## src/sv/utt_pkg.sv

```systemverilog
// Shared types, constants and the byte-formatting function for the UTF-16 to UTF-8 block.
// No dependencies; compile first.
`timescale 1ns / 1ps
`default_nettype none
package utt_pkg;

  localparam int unsigned UnitW  = 16;
  localparam int unsigned CpW    = 21;
  localparam int unsigned LowW   = 10;
  localparam int unsigned QDepth = 2;
  localparam int unsigned QPtrW  = (QDepth > 1) ? $clog2(QDepth) : 1;
  localparam int unsigned QCntW  = $clog2(QDepth + 1);

  localparam logic [UnitW-1:0] SurrLo    = 16'hd800;
  localparam logic [UnitW-1:0] SurrHi    = 16'hdfff;
  localparam logic [10:0]      PlaneOfs  = 11'h040;
  localparam logic [CpW-1:0]   Lim1Byte  = 21'h000080;
  localparam logic [CpW-1:0]   Lim2Byte  = 21'h000800;
  localparam logic [CpW-1:0]   Lim3Byte  = 21'h010000;

  // Sequence length, stored as byte count minus one.
  localparam logic [1:0] Len1 = 2'd0;
  localparam logic [1:0] Len2 = 2'd1;
  localparam logic [1:0] Len3 = 2'd2;
  localparam logic [1:0] Len4 = 2'd3;

  typedef struct packed {
    logic [CpW-1:0] cp;
    logic [1:0]     n;    // last byte index
    logic           fin;
  } cp_entry_t;

  typedef struct packed {
    logic full;
    logic empty;
  } q_status_t;

  // Byte i of the UTF-8 sequence for cp, whose last byte index is n.
  function automatic logic [7:0] utt_byte_at(input logic [CpW-1:0] cp,
                                             input logic [1:0] n,
                                             input logic [1:0] i);
    logic [7:0] b;
    b = {2'b10, cp[5:0]};
    case (n)
      Len1: b = {1'b0, cp[6:0]};
      Len2: begin
        if (i == 2'd0) b = {3'b110, cp[10:6]};
        else           b = {2'b10, cp[5:0]};
      end
      Len3: begin
        case (i)
          2'd0:    b = {4'b1110, cp[15:12]};
          2'd1:    b = {2'b10, cp[11:6]};
          default: b = {2'b10, cp[5:0]};
        endcase
      end
      default: begin
        case (i)
          2'd0:    b = {5'b11110, cp[20:18]};
          2'd1:    b = {2'b10, cp[17:12]};
          2'd2:    b = {2'b10, cp[11:6]};
          default: b = {2'b10, cp[5:0]};
        endcase
      end
    endcase
    return b;
  endfunction

endpackage
`default_nettype wire

```

## src/sv/utt_queue.sv

```systemverilog
// Two-entry queue of decoded code points between front and back.
// Depends on utt_pkg.
`timescale 1ns / 1ps
`default_nettype none
module utt_queue
  import utt_pkg::*;
(
  input  wire logic      clk,
  input  wire logic      rst,
  input  wire logic      push,
  input  wire cp_entry_t push_data,
  input  wire logic      pop,
  output cp_entry_t      pop_data,
  output q_status_t      stat
);
  cp_entry_t        mem [QDepth];
  logic [QPtrW-1:0] wr_ptr;
  logic [QPtrW-1:0] rd_ptr;
  logic [QCntW-1:0] count;
  logic             do_push;
  logic             do_pop;

  assign stat.full  = (count == QCntW'(QDepth));
  assign stat.empty = (count == '0);
  assign do_push    = push && !stat.full;
  assign do_pop     = pop && !stat.empty;
  assign pop_data   = mem[rd_ptr];

  always_ff @(posedge clk) begin
    if (do_push) mem[wr_ptr] <= push_data;
  end

  always_ff @(posedge clk) begin
    if (rst) begin
      wr_ptr <= '0;
      rd_ptr <= '0;
      count  <= '0;
    end else begin
      if (do_push) wr_ptr <= (wr_ptr == QPtrW'(QDepth - 1)) ? '0 : wr_ptr + 1'b1;
      if (do_pop)  rd_ptr <= (rd_ptr == QPtrW'(QDepth - 1)) ? '0 : rd_ptr + 1'b1;
      case ({do_push, do_pop})
        2'b10:   count <= count + 1'b1;
        2'b01:   count <= count - 1'b1;
        default: count <= count;
      endcase
    end
  end

  a_no_overflow: assert property (@(posedge clk) disable iff (rst)
    stat.full && push && !pop |=> stat.full)
    else $error("queue lost its full state on a blocked push");
endmodule
`default_nettype wire

```

## config.mk

```make
export PLATFORM = sky130hd
export DESIGN_NAME = utt_queue
export DESIGN_NICKNAME = d
export VERILOG_FILES = /design/src/sv/utt_pkg.sv /design/src/sv/utt_queue.sv
export SDC_FILE = /design/constraint.sdc
export NUM_CORES = 1
export LEC_CHECK = 0
export BUFFER_PORTS_ARGS = -buffer_cell sky130_fd_sc_hd__buf_2
export CORE_AREA = 2 2 90 70
export CTS_CLUSTER_SIZE = 14
export DETAILED_ROUTE_END_ITERATION = 6
export DIE_AREA = 0 0 92 72
export PLACE_DENSITY_LB_ADDON = 0.08
export REMOVE_ABC_BUFFERS = 1
export SLEW_MARGIN = 15
export SYNTH_ARGS = -nofsm -noshare
export SYNTH_HDL_FRONTEND = slang
export SYNTH_SLANG_ARGS = --single-unit
```

## constraint.sdc

```tcl
create_clock -name clk -period 5.2 [get_ports clk]
set_clock_uncertainty 0.2 [all_clocks]
set_input_delay 0.52 -clock clk [delete_from_list [all_inputs] [get_ports clk]]
set_output_delay 0.52 -clock clk [all_outputs]
set_load 0.02 [all_outputs]
```

==> summary.txt <==
Run status
  • Status: finished, final reports clean

Setup path
  • Setup Crit Path Kind: register to output pin
  • Critical Path RT: between 4 and 5 ns
  • Critical path launch point type: register
  • Worst Path Arrival: between 1.5 and 2 ns
  • CP max FO: 14
  • Critical Path End Type: output pin

Timing
  • Max Fclk: 399 MHz
  • Worst hold slack: 0.210 ns
  • RSZ-0062 raised after global routing: no
  • Headroom to the max-slew limit: 33.3%
  • Final max-slew violation count: 0
  • Worst-margin pin slew: around 1 ns
  • Min Tclk post-route: ~2.5 ns
  • Final hold viol count: 0
  • Final TNS setup: 0 ns
  • Tcrit/Tclk final: 48.2%
  • Setup Viol. Count Final: 0

Floorplan
  • Die W: 92 microns
  • # rows: 24
  • Starting density of the core: 34.2%
  • IO Pins: 54
  • Full die area: ~6600 sq um
  • Die Ht: just over 70 microns
  • Core region area: approximately 5700 sq um

Clocking
  • Post-CTS Setup Bufs: 0
  • Skew-Pair Late Insertion Delay: 0.29 ns
  • Worst-path clk slew: roughly 0.09 ns
  • Longest Clk Path Bufs: 2
  • Cts hold-fix bufs: 0
  • CTS tree: yes
  • Clk sinks: 53
  • Total CTS buffers: 5
  • CTS H-tree lvls: 2
  • Resized cells post-CTS: 0
  • Root buf cell: clkbuf_8

Power and ir drop
  • Final Total Pwr: roughly 1200 uW
  • Leakage power: 0.000933 uW
  • Worst VDD drop: 0.174 mV
  • PwrDens: 510 nW/um^2

Cells and area
  • Final net count: 189
  • Area growth syn-to-layout: 25.5%
  • Commonest non-fill, non-tap cell in the layout: buf_2
  • Highest-count cells in the layout ignoring fill and taps: buf_2 (53), edfxtp_1 (48), mux2_2 (13)
  • Layout cells sized above 1: between 40% and 50%
  • N_diodes: 0

Drt
  • Routed WL per cell: 13.5 microns
  • Drt first pass iters: 2
  • Final WL: 3220 microns
  • Drt via density: about 4.3
  • Antenna Violating Nets Remaining: 0
  • Vias: just over 1000
  • Post-route DRC: 0
  • Initial DRC count: 28

GRT
  • Total gr overflow: 0
  • Vias in the first global route: 1041
  • Global Route Usage Sum: approximately 10%
  • Largest net degree at the start of global routing: 25
  • First-pass GRT wire length: 4970 microns
  • Initial antenna violation count: 0

Job
  • Max-cap viol count: 0

Placed design
  • GPL Wtd Cong: around 0.62
  • Port bufs: 53
  • Detail Placement HPWL: 2160 microns

Logic synthesis
  • Synth unique cells: 19
  • Seq/Total Area, Yosys: 79.1%
  • Total number of yosys warnings: 0
  • Syn Std Cell Area: 1950 sq um
  • Syn Area/Cell: 19.3 sq um
  • Synthesized instance count: 101
  • Seq cells post-synth: 53

Min path
  • Hold Path Class: input port to register
-- cell usage after synthesis --
cell type | count | area (sq um)
mux2_1 | 11 | 124
nand2_1 | 1 | 3.75
buf_2 | 2 | 10.0
xor2_1 | 1 | 8.76
mux2_2 | 13 | 146
or3_1 | 2 | 12.5
dfxtp_1 | 5 | 100
o21ai_0 | 2 | 10.0
edfxtp_1 | 48 | 1440
inv_1 | 2 | 7.51
a21oi_1 | 2 | 10.0
inv_2 | 1 | 3.75
ha_1 | 1 | 12.5
nor2_1 | 4 | 15.0
nand2b_2 | 1 | 8.76
o21a_1 | 1 | 7.51
and3_1 | 1 | 6.26
xnor2_1 | 2 | 17.5
clkbuf_1 | 1 | 3.75
-- sequential cells by signal, summed over array words and instances (netlist names), named ones only --
register  flops
count         2
mem          48
rd_ptr        1
wr_ptr        1
-- path summary, 6_finish.rpt --
check | from | end | slack [ns] | cells after the start
worst min-delay path | push_data[7] | mem[1][7] | 0.21 | 1
worst min register to register | wr_ptr | wr_ptr | 0.29 | 2
worst max-delay path | register | pop_data[8] | 2.69 | 3
worst max register to register | count[0] | mem[0][20] | 2.93 | 4
-- worst max-delay path: stages (launching register included) --
cell and delay (ns):
dfxtp_1 0.64, buf_4 0.33, mux2_2 0.37, buf_2 0.16
-- per-layer routing --
layer	GRT usage, %	up-vias	routed length, microns
met5	0	-	0
met4	3.98	0	25
met3	3.84	2	208
met2	19.0	32	1630
met1	10.3	489	1360
li1	-	500	-
-- final cells by class --
type                    count  area, sq um
clock inverters             3         65.1
flip-flops and latches     53         1540
repair buffers             55          280
well taps                  78         97.6
multi-input cells          42          383
fillers                   538         3260
inverters                   3         11.3
clock buffers               5         68.8
-- logic make-up (layout without fill, tap and decap cells) --
kind of cell    count (synthesis)  count (layout)  share of synthesized area [%]
buf+inv                         6              66                           1.28
xor+xnor                        3               3                           1.35
compound gates                  5               5                           1.41
simple gates                    9               9                           2.37
flops                          53              53                           79.1
mux                            24              24                           13.9
fa+ha+maj                       1               1                          0.642
-- metrics by stage --
step | std cells | setup WS [ns] | util, % | instance area, sq um
6_report | 239 | 2.69 | 42.9 | 2450
5_1_grt | 239 | 2.54 | 42.9 | 2450
4_1_cts | 239 | 2.61 | 42.9 | 2450
3_5_place_dp | 231 | 2.79 | 40.5 | 2310
3_3_place_gp | 231 | 2.86 | 40.5 | 2310
2_1_floorplan | 98 | 3.19 | - | 1940
-- report_power, final --
group	switching, uW	internal [uW]	leakage [uW]
clock network	122	191	0.0000681
logic	213	147	0.000375
registers	33.6	541	0.000490
(Power assumes the default switching activity.)
