<file path="src/sv/utt_pkg.sv">
// Shared types, constants and the byte-formatting function for the UTF-16 to UTF-8 block.
// No dependencies; compile first.
`timescale 1ns / 1ps
`default_nettype none
package utt_pkg;

  localparam int unsigned UnitW  = 16;
  localparam int unsigned CpW    = 21;
  localparam int unsigned LowW   = 10;
  localparam int unsigned QDepth = 2;
  localparam int unsigned QPtrW  = (QDepth > 1) ? $clog2(QDepth) : 1;
  localparam int unsigned QCntW  = $clog2(QDepth + 1);

  localparam logic [UnitW-1:0] SurrLo    = 16'hd800;
  localparam logic [UnitW-1:0] SurrHi    = 16'hdfff;
  localparam logic [10:0]      PlaneOfs  = 11'h040;
  localparam logic [CpW-1:0]   Lim1Byte  = 21'h000080;
  localparam logic [CpW-1:0]   Lim2Byte  = 21'h000800;
  localparam logic [CpW-1:0]   Lim3Byte  = 21'h010000;

  // Sequence length, stored as byte count minus one.
  localparam logic [1:0] Len1 = 2'd0;
  localparam logic [1:0] Len2 = 2'd1;
  localparam logic [1:0] Len3 = 2'd2;
  localparam logic [1:0] Len4 = 2'd3;

  typedef struct packed {
    logic [CpW-1:0] cp;
    logic [1:0]     n;    // last byte index
    logic           fin;
  } cp_entry_t;

  typedef struct packed {
    logic full;
    logic empty;
  } q_status_t;

  // Byte i of the UTF-8 sequence for cp, whose last byte index is n.
  function automatic logic [7:0] utt_byte_at(input logic [CpW-1:0] cp,
                                             input logic [1:0] n,
                                             input logic [1:0] i);
    logic [7:0] b;
    b = {2'b10, cp[5:0]};
    case (n)
      Len1: b = {1'b0, cp[6:0]};
      Len2: begin
        if (i == 2'd0) b = {3'b110, cp[10:6]};
        else           b = {2'b10, cp[5:0]};
      end
      Len3: begin
        case (i)
          2'd0:    b = {4'b1110, cp[15:12]};
          2'd1:    b = {2'b10, cp[11:6]};
          default: b = {2'b10, cp[5:0]};
        endcase
      end
      default: begin
        case (i)
          2'd0:    b = {5'b11110, cp[20:18]};
          2'd1:    b = {2'b10, cp[17:12]};
          2'd2:    b = {2'b10, cp[11:6]};
          default: b = {2'b10, cp[5:0]};
        endcase
      end
    endcase
    return b;
  endfunction

endpackage
`default_nettype wire

</file>
<file path="src/sv/utt_byte_if.sv">
// Output channel: one UTF-8 byte per word with run and string end marks.
// No dependencies.
`timescale 1ns / 1ps
`default_nettype none
interface utt_byte_if;
  logic       valid;
  logic       ready;
  logic [7:0] out_byte;
  logic       run_last;
  logic       string_done;

  modport source (output valid, output out_byte, output run_last, output string_done,
                  input ready);
  modport sink   (input valid, input out_byte, input run_last, input string_done,
                  output ready);
endinterface
`default_nettype wire

</file>
<file path="src/sv/utt_back.sv">
// Back end: serializes one queued code point into 1 to 4 UTF-8 bytes.
// Depends on utt_pkg and utt_byte_if.
`timescale 1ns / 1ps
`default_nettype none
module utt_back
  import utt_pkg::*;
(
  input  wire logic      clk,
  input  wire logic      rst,
  input  wire q_status_t q_stat,
  input  wire cp_entry_t pop_data,
  output logic           pop,
  utt_byte_if.source     bytes
);
  logic      busy;
  cp_entry_t cur;
  logic [1:0] idx;
  logic      last;
  logic      sent;

  assign last              = (idx == cur.n);
  assign bytes.valid       = busy;
  assign bytes.out_byte    = utt_byte_at(cur.cp, cur.n, idx);
  assign bytes.run_last    = last;
  assign bytes.string_done = last && cur.fin;
  assign sent              = busy && bytes.ready;
  assign pop               = (!busy || (sent && last)) && !q_stat.empty;

  always_ff @(posedge clk) begin
    if (pop) cur <= pop_data;
  end

  always_ff @(posedge clk) begin
    if (rst) begin
      busy <= 1'b0;
      idx  <= '0;
    end else if (pop) begin
      busy <= 1'b1;
      idx  <= '0;
    end else if (sent) begin
      if (last) busy <= 1'b0;
      idx <= idx + 1'b1;
    end
  end

  a_run_continues: assert property (@(posedge clk) disable iff (rst)
    sent && !last |=> bytes.valid && idx == $past(idx) + 2'd1)
    else $error("byte run broken before its last byte");
  a_idx_bound: assert property (@(posedge clk) disable iff (rst)
    busy |-> idx <= cur.n)
    else $error("byte index beyond sequence length");
endmodule
`default_nettype wire

</file>
<file path="src/flat_wrapper.sv">
// flat-port wrapper written by rule: the top's interface ports become plain ports
module utt_back_flat import utt_pkg::*;
  (clk, rst, q_stat, pop_data, pop, bytes_valid, bytes_out_byte, bytes_run_last, bytes_string_done, bytes_ready);
  utt_byte_if bytes_i ();
  input  wire logic clk;
  input  wire logic rst;
  input  wire q_status_t q_stat;
  input  wire cp_entry_t pop_data;
  output logic pop;
  output wire logic [$bits(bytes_i.valid)-1:0] bytes_valid;
  output wire logic [$bits(bytes_i.out_byte)-1:0] bytes_out_byte;
  output wire logic [$bits(bytes_i.run_last)-1:0] bytes_run_last;
  output wire logic [$bits(bytes_i.string_done)-1:0] bytes_string_done;
  input wire logic [$bits(bytes_i.ready)-1:0] bytes_ready;
  assign bytes_valid = bytes_i.valid;
  assign bytes_out_byte = bytes_i.out_byte;
  assign bytes_run_last = bytes_i.run_last;
  assign bytes_string_done = bytes_i.string_done;
  assign bytes_i.ready = bytes_ready;
  utt_back u_core (.clk(clk), .rst(rst), .q_stat(q_stat), .pop_data(pop_data), .pop(pop), .bytes(bytes_i));
endmodule
</file>
<file path="config.mk">
export PLATFORM = sky130hd
export DESIGN_NAME = utt_back_flat
export DESIGN_NICKNAME = d
export VERILOG_FILES = /design/src/sv/utt_pkg.sv /design/src/sv/utt_byte_if.sv /design/src/sv/utt_back.sv /design/src/flat_wrapper.sv
export SDC_FILE = /design/constraint.sdc
export NUM_CORES = 1
export LEC_CHECK = 0
export ABC_AREA = 1
export BUFFER_PORTS_ARGS = -buffer_cell sky130_fd_sc_hd__buf_2
export CAP_MARGIN = 20
export CORE_MARGIN = 2
export CORE_UTILIZATION = 55
export CTS_BUF_LIST = sky130_fd_sc_hd__clkbuf_16
export CTS_CLUSTER_SIZE = 10
export DETAILED_ROUTE_END_ITERATION = 12
export GPL_TIMING_DRIVEN = 0
export PLACE_DENSITY = 0.82
export RECOVER_POWER = 100
export SYNTH_ARGS = -nofsm -noshare
export SYNTH_HDL_FRONTEND = slang
export SYNTH_SLANG_ARGS = --single-unit
</file>
<file path="constraint.sdc">
create_clock -name clk -period 5.3 [get_ports clk]
set_clock_uncertainty 0.05 [all_clocks]
set_input_delay 0.53 -clock clk [delete_from_list [all_inputs] [get_ports clk]]
set_output_delay 0.53 -clock clk [all_outputs]
set_load 0.01 [all_outputs]
</file>
==> metrics.md <==
| Metric | Value |
|---|---|
| Clk Latency, worst-skew pair | 0.26 ns |
| Die span in y | 54.7 µm |
| Mapped Area | 0.00142 mm² |
| Clk slew on worst S/H paths | 0.06 ns |
| Final Hold Fails | 0 |
| Total internal power | 0.373 mW |
| CTS Buffer Depth | 2 |
| MaxCap Viol Count | 0 |
| Remaining DRCs | 0 |
| Final antenna-violating net count | 0 |
| Clock power share | 34.3% |
| Initial DRC Count | 62 |
| Syn Area/Cell | 9.64 µm² |
| Largest stage delay, worst path | 0.66 ns |
| Min Hold Slack | 0.386 ns |
| Req. time, crit path | 4.72 ns |
| Num CTS Buffers | 3 |
| Leakage Power | 0.734 nW |
| Starting Density | 57.7% |
| CP Class | register to output port |
| Cell taking the most area after synthesis | edfxtp_1 |
| Seq cells post-synth | 27 |
| Comb power frac | 13.3% |
| CP Cell Sequence | inv_1 > nand2_1 > nand2_1 > nand3_2 > nand2_1 > nand2_1 > inv_1 > clkbuf_1 |
| Largest net degree at the start of global routing | 26 |
| CP Max Fanout | 25 |
| Synth area leaders | edfxtp_1 51%, nand2_1 10%, o211ai_1 7.4% |
| Post-Synth Simple-Gate Area | 23.5% |
| Post-Synth Adder-Cell Area | 4.42% |
| Final Max Slew Viols | 0 |
| Routed length per instance | 13.7 µm |
| Clk sinks | 27 |
| NetSw | 0.114 mW |
| First-pass GRT wire length | 4950 µm |
| Critical path's top delay family | buffers and inverters |
| Top cell by count, worst path | nand2_1 |
| Critical path depth in cells | 8 |
| Worst Hold Class | primary input to register |
| Post-route clock period utilization | 52.3% |
| Overall Power | 0.488 mW |
| Syn_nets | 181 |
| DRT Wirelength | 3010 µm |
| Post-CTS setup buffer count | 0 |
| Peak VDD IR | 0.227 mV |
| Arr. time, crit path | 2.19 ns |
| Synthesized instance count | 147 |
| Yosys top cell area share | 50.9% |
| Compound-Gate Fraction of Synth Area | 10.3% |
| Area added between synthesis and finish | 20.4% |
| Site row count | 18 |
| Die Area | 0.00300 mm² |
| Netlist cell types | 21 |
| Slew HR | 40.8% |
| Mux contribution to synthesized area | 0.795% |
| Seq/Total Area, Yosys | 55.1% |
| Switching share of power | 23.5% |
| Final-report setup violation count | 0 |
| Main combinational cell family by area after synthesis | simple AND/OR/NAND/NOR gates |
| Root Driver | clkbuf_16 |
| Placed wire-length estimate | 2170 µm |
| Die Wd | 54.7 µm |
| Status | finished, final reports clean |
| Worst Tran Pin Value | 0.887 ns |
| Total gr overflow | 0 |
| CTS tree | built |
| Inserted Diodes | 0 |
| Seq pwr share | 52.4% |
| RSZ-0062 raised after global routing | false |
| Layout cells sized above 1 | 21.1% |
| GPL Wtd Cong | 0.879 |
| Min-Delay Path Depth | 2 |
| H-tree Lvls | 1 |
| Initial antenna violation count | 0 |
| Total GRT Usage | 23.3% |
| Ys Warns | 0 |
| Fmax | 0.361 GHz |
| XOR/XNOR share of the synthesized area | 0.618% |
| PostCTS Resize Cnt | 0 |
| Critical path launch point type | register |
| Fin crit period | 2.77 ns |
| IO Count | 41 |
| CP Buf/Inv Count | 3 |
| Port Buffers | 39 |
| Nets | 225 |
| Vias in the first global route | 1161 |
| Sum Neg Setup Slack | 0 ns |
| Via-per-instance ratio | 5.63 |
| Post-cts hold buffer count | 0 |
| Core Area | 0.00245 mm² |
| Reg2reg path depth | 7 |
| PwrDens | 286 mW/mm² |
| Pre-Repair DR Iteration Count | 4 |
| Crit. End Element | output port |
| Slowest cell on the critical path | inv_1 |
| Total number of vias | 1239 |
-- cell usage in the layout, fill, tap and decap left out, types with 5 or more instances in the layout --
master     n
edfxtp_1  24
nor2_1     7
nand3_1   15
o211ai_1  14
inv_1     15
nand2_1   40
a21oi_1    6
clkbuf_1  12
ha_1       5
buf_2     30
-- flip-flops by register name, summed over array words and instances (netlist names) --
signal and flops:
u_core.cur 24, u_core.idx 2, u_core.bytes.valid 1
-- power groups by stage --
stage	logic [mW]	registers [mW]	clock network [mW]
2_1_floorplan	0.0404	0.258	0
3_3_place_gp	0.0642	0.259	0
3_5_place_dp	0.0669	0.260	0
4_1_cts	0.0676	0.256	0.168
5_1_grt	0.0740	0.257	0.177
6_report	0.0647	0.256	0.167
-- per-stage QoR --
step                setup slack [ns]  cells  area (µm²)  utilization [%]
global route                    2.29    220        1710             69.5
floorplan                       3.31    147        1420                -
finish                          2.53    220        1710             69.5
global placement                2.87    216        1650             67.2
detailed placement              2.81    216        1650             67.2
CTS                             2.52    220        1730             70.4
-- kinds of logic (layout without fill, tap and decap cells) --
family | after synthesis | after routing
flops | 27 | 27
buf+inv | 18 | 61
xor+xnor | 1 | 1
compound gates | 22 | 22
simple gates | 73 | 73
fa+ha+maj | 5 | 5
mux | 1 | 1
-- path summary, 6_finish.rpt --
| path | startpoint | end | slack [ns] |
|---|---|---|---|
| setup / recovery | u_core.cur[2] | pop | 2.53 |
| hold / removal | rst | u_core.bytes.valid | 0.39 |
| setup reg to reg | u_core.cur[2] | u_core.cur[18] | 3.16 |
| hold reg to reg | u_core.bytes.valid | u_core.bytes.valid | 0.47 |
-- cell type report --
cell class | instances | area, µm²
Buffer | 3 | 12.5
Clock buffer | 3 | 75.1
Clock inverter | 1 | 3.75
Fill cell | 195 | 749
Inverter | 15 | 56.3
Multi-Input combinational cell | 102 | 557
Sequential cell | 27 | 781
Tap cell | 30 | 37.5
Timing Repair Buffer | 39 | 183
-- worst reg2reg max path, delay by kind of cell, from the launching register on --
family	cells	cell delay, ns
buffers and inverters	2	0.85
flip-flops	1	0.47
AND/OR/NAND/NOR	5	0.41
-- synthesized netlist by cell type --
| cell type | count |
|---|---|
| inv_2 | 2 |
| o21ai_0 | 1 |
| ha_1 | 5 |
| mux2_2 | 1 |
| o22ai_1 | 1 |
| buf_2 | 2 |
| nor2_2 | 1 |
| dfxtp_1 | 3 |
| edfxtp_1 | 24 |
| nand2_1 | 38 |
| nor2_1 | 7 |
| xor2_1 | 1 |
| nand3_1 | 15 |
| buf_4 | 1 |
| nand2_2 | 5 |
| nand3b_1 | 3 |
| nand4_1 | 3 |
| a21oi_1 | 6 |
| nand3_2 | 1 |
| o211ai_1 | 14 |
| inv_1 | 13 |
-- layer usage --
layer  vias to the layer above  global-route usage (%)  share of wire, %
met5                         -                       0                 0
met4                         0                    7.92               2.3
met3                        11                    3.83                11
met2                        81                    41.5                48
met1                       545                    28.2                38
li1                        602                       -                 -
(Power assumes the default switching activity.)
